`config.mk`:
```
export PLATFORM = sky130hd
export DESIGN_NAME = bpc_core
export DESIGN_NICKNAME = d
export VERILOG_FILES = /design/src/rtl/bpc_pkg.sv /design/src/rtl/bpc_core.sv
export VERILOG_INCLUDE_DIRS = /design/src /design/src/rtl
export SDC_FILE = /design/constraint.sdc
export NUM_CORES = 1
export LEC_CHECK = 0
export ABC_AREA = 1
export BUFFER_PORTS_ARGS = -buffer_cell sky130_fd_sc_hd__buf_2
export CORE_MARGIN = 5
export CORE_UTILIZATION = 59
export DETAILED_ROUTE_END_ITERATION = 10
export PLACE_DENSITY = 0.87
export SLEW_MARGIN = 10
export SYNTH_ARGS = -nofsm -noshare
export SYNTH_HDL_FRONTEND = slang
export SYNTH_SLANG_ARGS = --single-unit
```
`constraint.sdc`:
```
create_clock -name i_clk -period 15 [get_ports i_clk]
set_input_delay 3.75 -clock i_clk [delete_from_list [all_inputs] [get_ports i_clk]]
set_output_delay 3.75 -clock i_clk [all_outputs]
set_load 0.03 [all_outputs]
```
`src/rtl/button_press_classifier_unit_assert.svh`:
```
// ----------------------------------------------------------------------------
// Button press classifier assertion macros
// Shared concurrent assertion forms, clocked on i_clk and disabled in reset.
// ----------------------------------------------------------------------------
`ifndef BUTTON_PRESS_CLASSIFIER_UNIT_ASSERT_SVH
`define BUTTON_PRESS_CLASSIFIER_UNIT_ASSERT_SVH

// The consequent must hold in the same cycle as the antecedent.
`define BPC_ASSERT_SAME(lbl, ante, cons, msg) \
    lbl: assert property (@(posedge i_clk) disable iff (!i_rst_n) (ante) |-> (cons)) \
        else $error(msg);

// The consequent must hold in the cycle after the antecedent.
`define BPC_ASSERT_NEXT(lbl, ante, cons, msg) \
    lbl: assert property (@(posedge i_clk) disable iff (!i_rst_n) (ante) |=> (cons)) \
        else $error(msg);

`endif

```
`src/rtl/bpc_pkg.sv`:
```
// ----------------------------------------------------------------------------
// Button press classifier package
// Phase and event codes, register indexes, reset values and config struct.
// ----------------------------------------------------------------------------
`default_nettype none

package bpc_pkg;

    localparam int TIME_BITS_DEF = 32;
    localparam int NOW_W         = 32;
    localparam int MS_W          = 16;
    localparam int EN_W          = 3;
    localparam int CFG_IDX_W     = 3;
    localparam int CFG_DATA_W    = 16;

    localparam logic [MS_W-1:0] DEBOUNCE_MS_RST = 16'd20;
    localparam logic [MS_W-1:0] SHORT_MS_RST    = 16'd50;
    localparam logic [MS_W-1:0] LONG_MS_RST     = 16'd1000;
    localparam logic [EN_W-1:0] EVENT_EN_RST    = 3'b111;

    typedef enum logic [1:0] {
        PH_IDLE,
        PH_DEBOUNCE,
        PH_HELD,
        PH_WAIT_RELEASE
    } t_phase;

    typedef enum logic [1:0] {
        EV_NONE,
        EV_PRESSED,
        EV_SHORT,
        EV_LONG
    } t_event;

    typedef enum logic [CFG_IDX_W-1:0] {
        CFG_ACTIVE_HIGH,
        CFG_DEBOUNCE_MS,
        CFG_SHORT_PRESS_MS,
        CFG_LONG_PRESS_MS,
        CFG_EVENT_ENABLE
    } t_cfg_idx;

    typedef enum int {
        EN_BIT_PRESSED = 0,
        EN_BIT_SHORT   = 1,
        EN_BIT_LONG    = 2
    } t_en_bit;

    typedef struct packed {
        logic            active_high;
        logic [MS_W-1:0] debounce_ms;
        logic [MS_W-1:0] short_press_ms;
        logic [MS_W-1:0] long_press_ms;
        logic [EN_W-1:0] event_enable;
    } t_cfg;

endpackage

`default_nettype wire

```
`src/rtl/bpc_core.sv`:
```
// ----------------------------------------------------------------------------
// Button press classifier core
// Press phase machine: updates its state on each step and gives the event.
// ----------------------------------------------------------------------------
`default_nettype none

`include "button_press_classifier_unit_assert.svh"

module bpc_core import bpc_pkg::*; #(
    parameter int TIME_BITS = TIME_BITS_DEF
) (
    input  wire logic             i_clk,
    input  wire logic             i_rst_n,
    input  wire logic             i_step,
    input  wire logic             i_lvl,
    input  wire logic [NOW_W-1:0] i_now,
    input  wire t_cfg             i_cfg,
    output t_event                o_event,
    output t_phase                o_phase
);

    t_phase               r_phase, n_phase;
    logic                 r_last_level, n_last_level;
    logic [TIME_BITS-1:0] r_debounce_start, n_debounce_start;
    logic [TIME_BITS-1:0] r_press_time, n_press_time;

    logic                 lvl;
    logic                 pressed_edge;
    logic                 released_edge;
    logic [TIME_BITS-1:0] now_t;
    logic [TIME_BITS-1:0] el_debounce;
    logic [TIME_BITS-1:0] el_press;
    t_event               ev;

    assign lvl           = i_lvl ^ i_cfg.active_high;
    assign pressed_edge  = !lvl && r_last_level;
    assign released_edge = lvl && !r_last_level;
    assign now_t         = TIME_BITS'(i_now);
    assign el_debounce   = now_t - r_debounce_start;
    assign el_press      = now_t - r_press_time;

    always_comb begin
        n_phase          = r_phase;
        n_last_level     = r_last_level;
        n_debounce_start = r_debounce_start;
        n_press_time     = r_press_time;
        ev               = EV_NONE;
        case (r_phase)
            PH_IDLE: begin
                if (pressed_edge) begin
                    n_debounce_start = now_t;
                    n_phase          = PH_DEBOUNCE;
                end
            end
            PH_DEBOUNCE: begin
                if (el_debounce > TIME_BITS'(i_cfg.debounce_ms)) begin
                    if (pressed_edge) begin
                        if (i_cfg.event_enable[EN_BIT_PRESSED]) begin
                            ev = EV_PRESSED;
                        end
                        n_press_time = now_t;
                        n_phase      = PH_HELD;
                        n_last_level = 1'b0;
                    end else if (released_edge) begin
                        n_press_time = el_press;
                        if ((el_press >= TIME_BITS'(i_cfg.short_press_ms))
                                && i_cfg.event_enable[EN_BIT_SHORT]) begin
                            ev = EV_SHORT;
                        end
                        n_last_level = 1'b1;
                        n_phase      = PH_IDLE;
                    end else begin
                        n_last_level = 1'b1;
                        n_phase      = PH_IDLE;
                    end
                end
            end
            PH_HELD: begin
                if (released_edge) begin
                    n_phase = PH_DEBOUNCE;
                end else if (el_press > TIME_BITS'(i_cfg.long_press_ms)) begin
                    if (i_cfg.event_enable[EN_BIT_LONG]) begin
                        ev = EV_LONG;
                    end
                    n_last_level = 1'b0;
                    n_phase      = PH_WAIT_RELEASE;
                end
            end
            PH_WAIT_RELEASE: begin
                if (released_edge) begin
                    n_phase          = PH_IDLE;
                    n_last_level     = 1'b1;
                    n_debounce_start = now_t;
                end
            end
            default: begin
                n_phase = PH_IDLE;
            end
        endcase
    end

    always_ff @(posedge i_clk) begin
        if (!i_rst_n) begin
            r_phase          <= PH_IDLE;
            r_last_level     <= 1'b1;
            r_debounce_start <= '0;
            r_press_time     <= '0;
        end else if (i_step) begin
            r_phase          <= n_phase;
            r_last_level     <= n_last_level;
            r_debounce_start <= n_debounce_start;
            r_press_time     <= n_press_time;
        end
    end

    assign o_event = ev;
    assign o_phase = n_phase;

    `BPC_ASSERT_SAME(a_pressed_goes_held, i_step && (ev == EV_PRESSED),
                     n_phase == PH_HELD, "pressed event without entering held")
    `BPC_ASSERT_NEXT(a_long_goes_wait, i_step && (ev == EV_LONG),
                     r_phase == PH_WAIT_RELEASE && !r_last_level,
                     "long event without entering wait release")
    `BPC_ASSERT_SAME(a_held_level_low, r_phase == PH_HELD || r_phase == PH_WAIT_RELEASE,
                     !r_last_level, "held phase with released level")

endmodule

`default_nettype wire

```
==> impl.org <==
** Synth
- The biggest area contributor in the post-synthesis netlist is sky130_fd_sc_hd__nand2_1.
- After synthesis, the mean cell area works out to 5.51 µm².
- Portion of synthesized cell area occupied by the leading cell type :: 24.7%
- For this run, the register share of the synthesized area comes to 14.1%.
- Counting every net in the synthesized netlist gives 1932.
- After synthesis the netlist holds a flip-flop and latch count of 67.
- After synthesis, the netlist uses 44 different library cells.
- Gate count of the mapped netlist :: 1726
- Post-synthesis cell area :: 0.00950 mm²
- In the post-synthesis netlist, the biggest area contributors are sky130_fd_sc_hd__nand2_1, sky130_fd_sc_hd__ha_1, sky130_fd_sc_hd__inv_1.
- Count of synthesis-stage warnings from yosys :: 0

** Worst setup path
- The most numerous cell type found on the critical path is sky130_fd_sc_hd__nand2_1.
- Worst R2R Path Depth :: 28
- Worst-path maximum fanout :: 4
- The worst setup path is of the primary input to output pin kind.
- Data required time of the critical path :: 11.25 ns
- STA classifies the critical path startpoint as a primary input.
- Source of the critical timing path :: i_now[0]
- Register-to-register setup slack :: 11.12 ns
- For this run, the slowest stage of the critical path takes 0.43 ns.
- Data arrival, critical path :: 7.22 ns
- Slowest cell on crit path :: sky130_fd_sc_hd__fa_1
- R2r endpoint :: r_press_time[4]
- Sort of element at the end of the critical path :: output pin
- Critical register-to-register path startpoint :: r_debounce_start[0]

** STA
- For the final database, setup skew stands at 0.0111 ns.
- The total count of hold-check failures in the final report was 0.
- Final critical-path share of the clock period :: 73.1%
- Setup repair after global routing left no endpoint under its margin.
- For the pin with the worst max-slew slack, the measured transition is 1.04 ns.
- In this run the tightest slew margin relative to its limit is 30.9%.
- Static timing analysis puts the maximum clock frequency at 91.2 MHz.
- The number of max-slew violations in the final report is 0.
- The routed design could run at a clock period as short as 10.97 ns.
- Adding up every negative setup slack in the final design gives 0 ns.
- Setup violations remaining at the end of the flow were counted as 0.

** Floorplanning
- Die Wd :: 137 µm
- The initial utilization of the core area, before any placement, comes to 60.0%.
- The floorplan step defined a die boundary enclosing 0.0187 mm².
- Die Y :: 137 µm
- Number of ports placed on the die boundary :: 92
- The initialized floorplan defines 46 standard-cell rows.
- The region available for standard cell placement spans 0.0158 mm².

** CTS
- Gates resized during post-CTS repair numbered 0.
- The number of setup buffers added after CTS is 0.
- The H-tree was split into 3 levels.
- The tree is rooted in a sky130_fd_sc_hd__clkbuf_16.
- CTS tree :: built
- Clock-pin slew was measured on the worst setup and hold paths at 0.06 ns.
- Clock tree synthesis inserted a total of 9 buffers.
- Clk Latency, worst-skew pair :: 0.34 ns
- In this run the deepest clock path goes through 2 buffers.
- Clock tree sinks :: 67
- In this run, post-CTS hold repair placed 0 buffers.

** GRT
- In the global route stage, met1 resource usage came out at 34.2%.
- Wire length of the first global-routing pass :: 43.6 mm
- Layer carrying the most global-route usage :: met2
- Global routing used 2.54% of the available met3 tracks.
- GRT Total Usage :: 28.6%
- Number of antenna violations at the first check in global routing :: 3
- Number of global-route vias before repair :: 9894
- In the global route stage, met2 resource usage came out at 50.2%.
- Final global-route overflow total :: 0
- Entering global routing, the biggest net connects 67 pins.

** Final layout
- For this run, the share of the core covered by cells in the final layout is 65.9%.
- Fraction of layout cells with a size suffix above 1 :: 8.51%
- Signed area change from the synthesized netlist to the final layout :: 9.73%
- Area of all placed cells without fillers :: 0.0104 mm²
- Final net count :: 2011
- Excluding fillers, the count of instances in the completed layout stands at 2029.

** Detailed routing
- Routed Antenna Nets :: 0
- The first detailed-routing pass ran for 6 iterations.
- Post-DR vias/cell :: 5.22
- After detailed routing, the number of remaining DRC violations is 0.
- After detailed routing, the average wire length per cell comes to 13.0 µm.
- The routed layout has 10600 vias.
- Wire length after detailed routing :: 26.3 mm
- DRC violation total after the first TritonRoute iteration :: 686

** Power
- Gate power share :: 53.9%
- Internal power comes to 478 µW.
- The clock network accounts for 23.6% of the total power.
- Fraction of power consumed by sequential logic :: 22.5%
- Static power due to leakage :: 6.21 nW
- IR analysis of the VDD net gives a maximum drop of 0.0515 mV.
- Design Power :: 884 µW
- Dividing total power by cell area gives a power density of 84.8 mW/mm².
- Summed over all nets, the switching power comes to 406 µW.
- Net switching is 46.0% of the power.

** Hold path
- Hold path depth :: 2
- The worst hold path begins at r_press_time[15].
- Class of the tightest hold or removal check :: flip-flop to flip-flop
- The worst hold path terminates at r_press_time[15].

** Placed design
- GPL Wtd Cong :: 0.986
- Dpl cells :: 2010
- In this run the cell area measured after placement is 0.0101 mm².
- The HPWL after detailed placement is 21.8 mm.
- Input and output buffers added on the ports amount to 91.

** Status
- The run finished with clean final reports.

** Job
- Max-cap violations in this run came to 0.
## kinds of logic after synthesis
logic type | share of synthesized area, %
xor+xnor | 2.95
compound gates | 12.0
mux | 0.527
flops | 14.1
buf+inv | 16.3
fa+ha+maj | 15.7
simple gates | 38.4
## flip-flops by register name (all words and copies together), names as in the netlist
register          count
r_debounce_start     32
r_press_time         32
r_phase               2
r_last_level          1
## power by group through the flow
stage	Clock (mW)	Sequential, mW	Combinational [mW]
2_1_floorplan	0	0.201	0.357
3_3_place_gp	0	0.202	0.452
3_5_place_dp	0	0.203	0.467
4_1_cts	0.209	0.199	0.471
5_1_grt	0.217	0.200	0.545
6_report	0.209	0.199	0.476
## worst max-delay path, delay by kind of cell
kind	cells	cell delay, ns
adders and majority gates	3	0.86
AOI/OAI and AO/OA	1	0.16
xor gates and xnor gates	1	0.15
buffers and inverters	4	0.47
and+or+nand+nor	20	1.83
## cell type report
type / count / area [µm²]
well taps: 216 / 270
repair buffers: 93 / 470
clock buffers: 10 / 239
flip-flops and latches: 67 / 1340
inverters: 381 / 1440
diodes: 3 / 7.51
clock inverters: 6 / 48.8
multi-input cells: 1253 / 6620
fillers: 1500 / 5400
## synth_stat cells
library cell,number
sky130_fd_sc_hd__nand3_4,1
sky130_fd_sc_hd__buf_4,2
sky130_fd_sc_hd__nand3b_1,6
sky130_fd_sc_hd__mux2i_1,5
sky130_fd_sc_hd__and3_1,1
sky130_fd_sc_hd__xnor2_1,2
sky130_fd_sc_hd__nand4_1,20
sky130_fd_sc_hd__a21oi_1,120
sky130_fd_sc_hd__nor3_2,1
sky130_fd_sc_hd__nand2_4,1
sky130_fd_sc_hd__o221ai_1,1
sky130_fd_sc_hd__and2_1,4
sky130_fd_sc_hd__fa_1,2
sky130_fd_sc_hd__a21boi_0,5
sky130_fd_sc_hd__o21ai_0,56
sky130_fd_sc_hd__nor2_2,12
sky130_fd_sc_hd__nor3_1,10
sky130_fd_sc_hd__o21bai_1,1
sky130_fd_sc_hd__inv_1,370
sky130_fd_sc_hd__inv_4,2
sky130_fd_sc_hd__xor2_1,30
sky130_fd_sc_hd__buf_2,2
sky130_fd_sc_hd__nor2_4,4
sky130_fd_sc_hd__o211ai_1,5
sky130_fd_sc_hd__nand2_1,626
sky130_fd_sc_hd__nand2_2,9
sky130_fd_sc_hd__o211a_1,1
sky130_fd_sc_hd__clkinv_1,1
sky130_fd_sc_hd__a21oi_2,2
sky130_fd_sc_hd__inv_2,8
sky130_fd_sc_hd__nor2_1,112
sky130_fd_sc_hd__a21o_1,3
sky130_fd_sc_hd__a211oi_1,2
sky130_fd_sc_hd__o21ai_1,18
sky130_fd_sc_hd__dfxtp_1,67
sky130_fd_sc_hd__nand2_8,1
sky130_fd_sc_hd__nand3_1,70
sky130_fd_sc_hd__o21a_1,1
sky130_fd_sc_hd__nor3b_2,1
sky130_fd_sc_hd__buf_6,1
sky130_fd_sc_hd__ha_1,116
sky130_fd_sc_hd__a221oi_1,1
sky130_fd_sc_hd__clkbuf_1,20
sky130_fd_sc_hd__nand3_2,3
## layout by cell type, fill, tap and decap left out, drive strengths merged, types with 20 or more instances in the layout
cell / Yosys / layout
dfxtp: 67 / 67
a21oi: 122 / 122
o21ai: 74 / 74
nand3: 74 / 74
nand4: 20 / 20
buf: 5 / 93
nand2: 637 / 637
ha: 116 / 116
nor2: 128 / 128
xor2: 30 / 30
inv: 380 / 382
## per-layer routing
layer / routed length [µm] / up-vias
li1: - / 5479
met1: 11300 / 4690
met2: 12400 / 326
met3: 1370 / 87
met4: 1270 / 0
met5: 0 / -
## through the flow
stage / hold slack [ns] / worst slack (ns)
2_1_floorplan: 0.433 / 4.43
3_3_place_gp: 0.443 / 4.14
3_5_place_dp: 0.452 / 4.02
4_1_cts: 0.461 / 4.03
5_1_grt: 0.474 / 3.67
6_report: 0.459 / 4.03
## how the worst max path moves through the flow
stage / end / slack [ns]
global route: o_phase[1] / 3.67
global placement: o_phase[0] / 4.14
CTS: o_phase[1] / 4.03
floorplan: o_event[1] / 4.43
detailed placement: o_phase[1] / 4.02
finish: o_phase[1] / 4.03
Note: power is estimated with default switching activity, not from simulation.
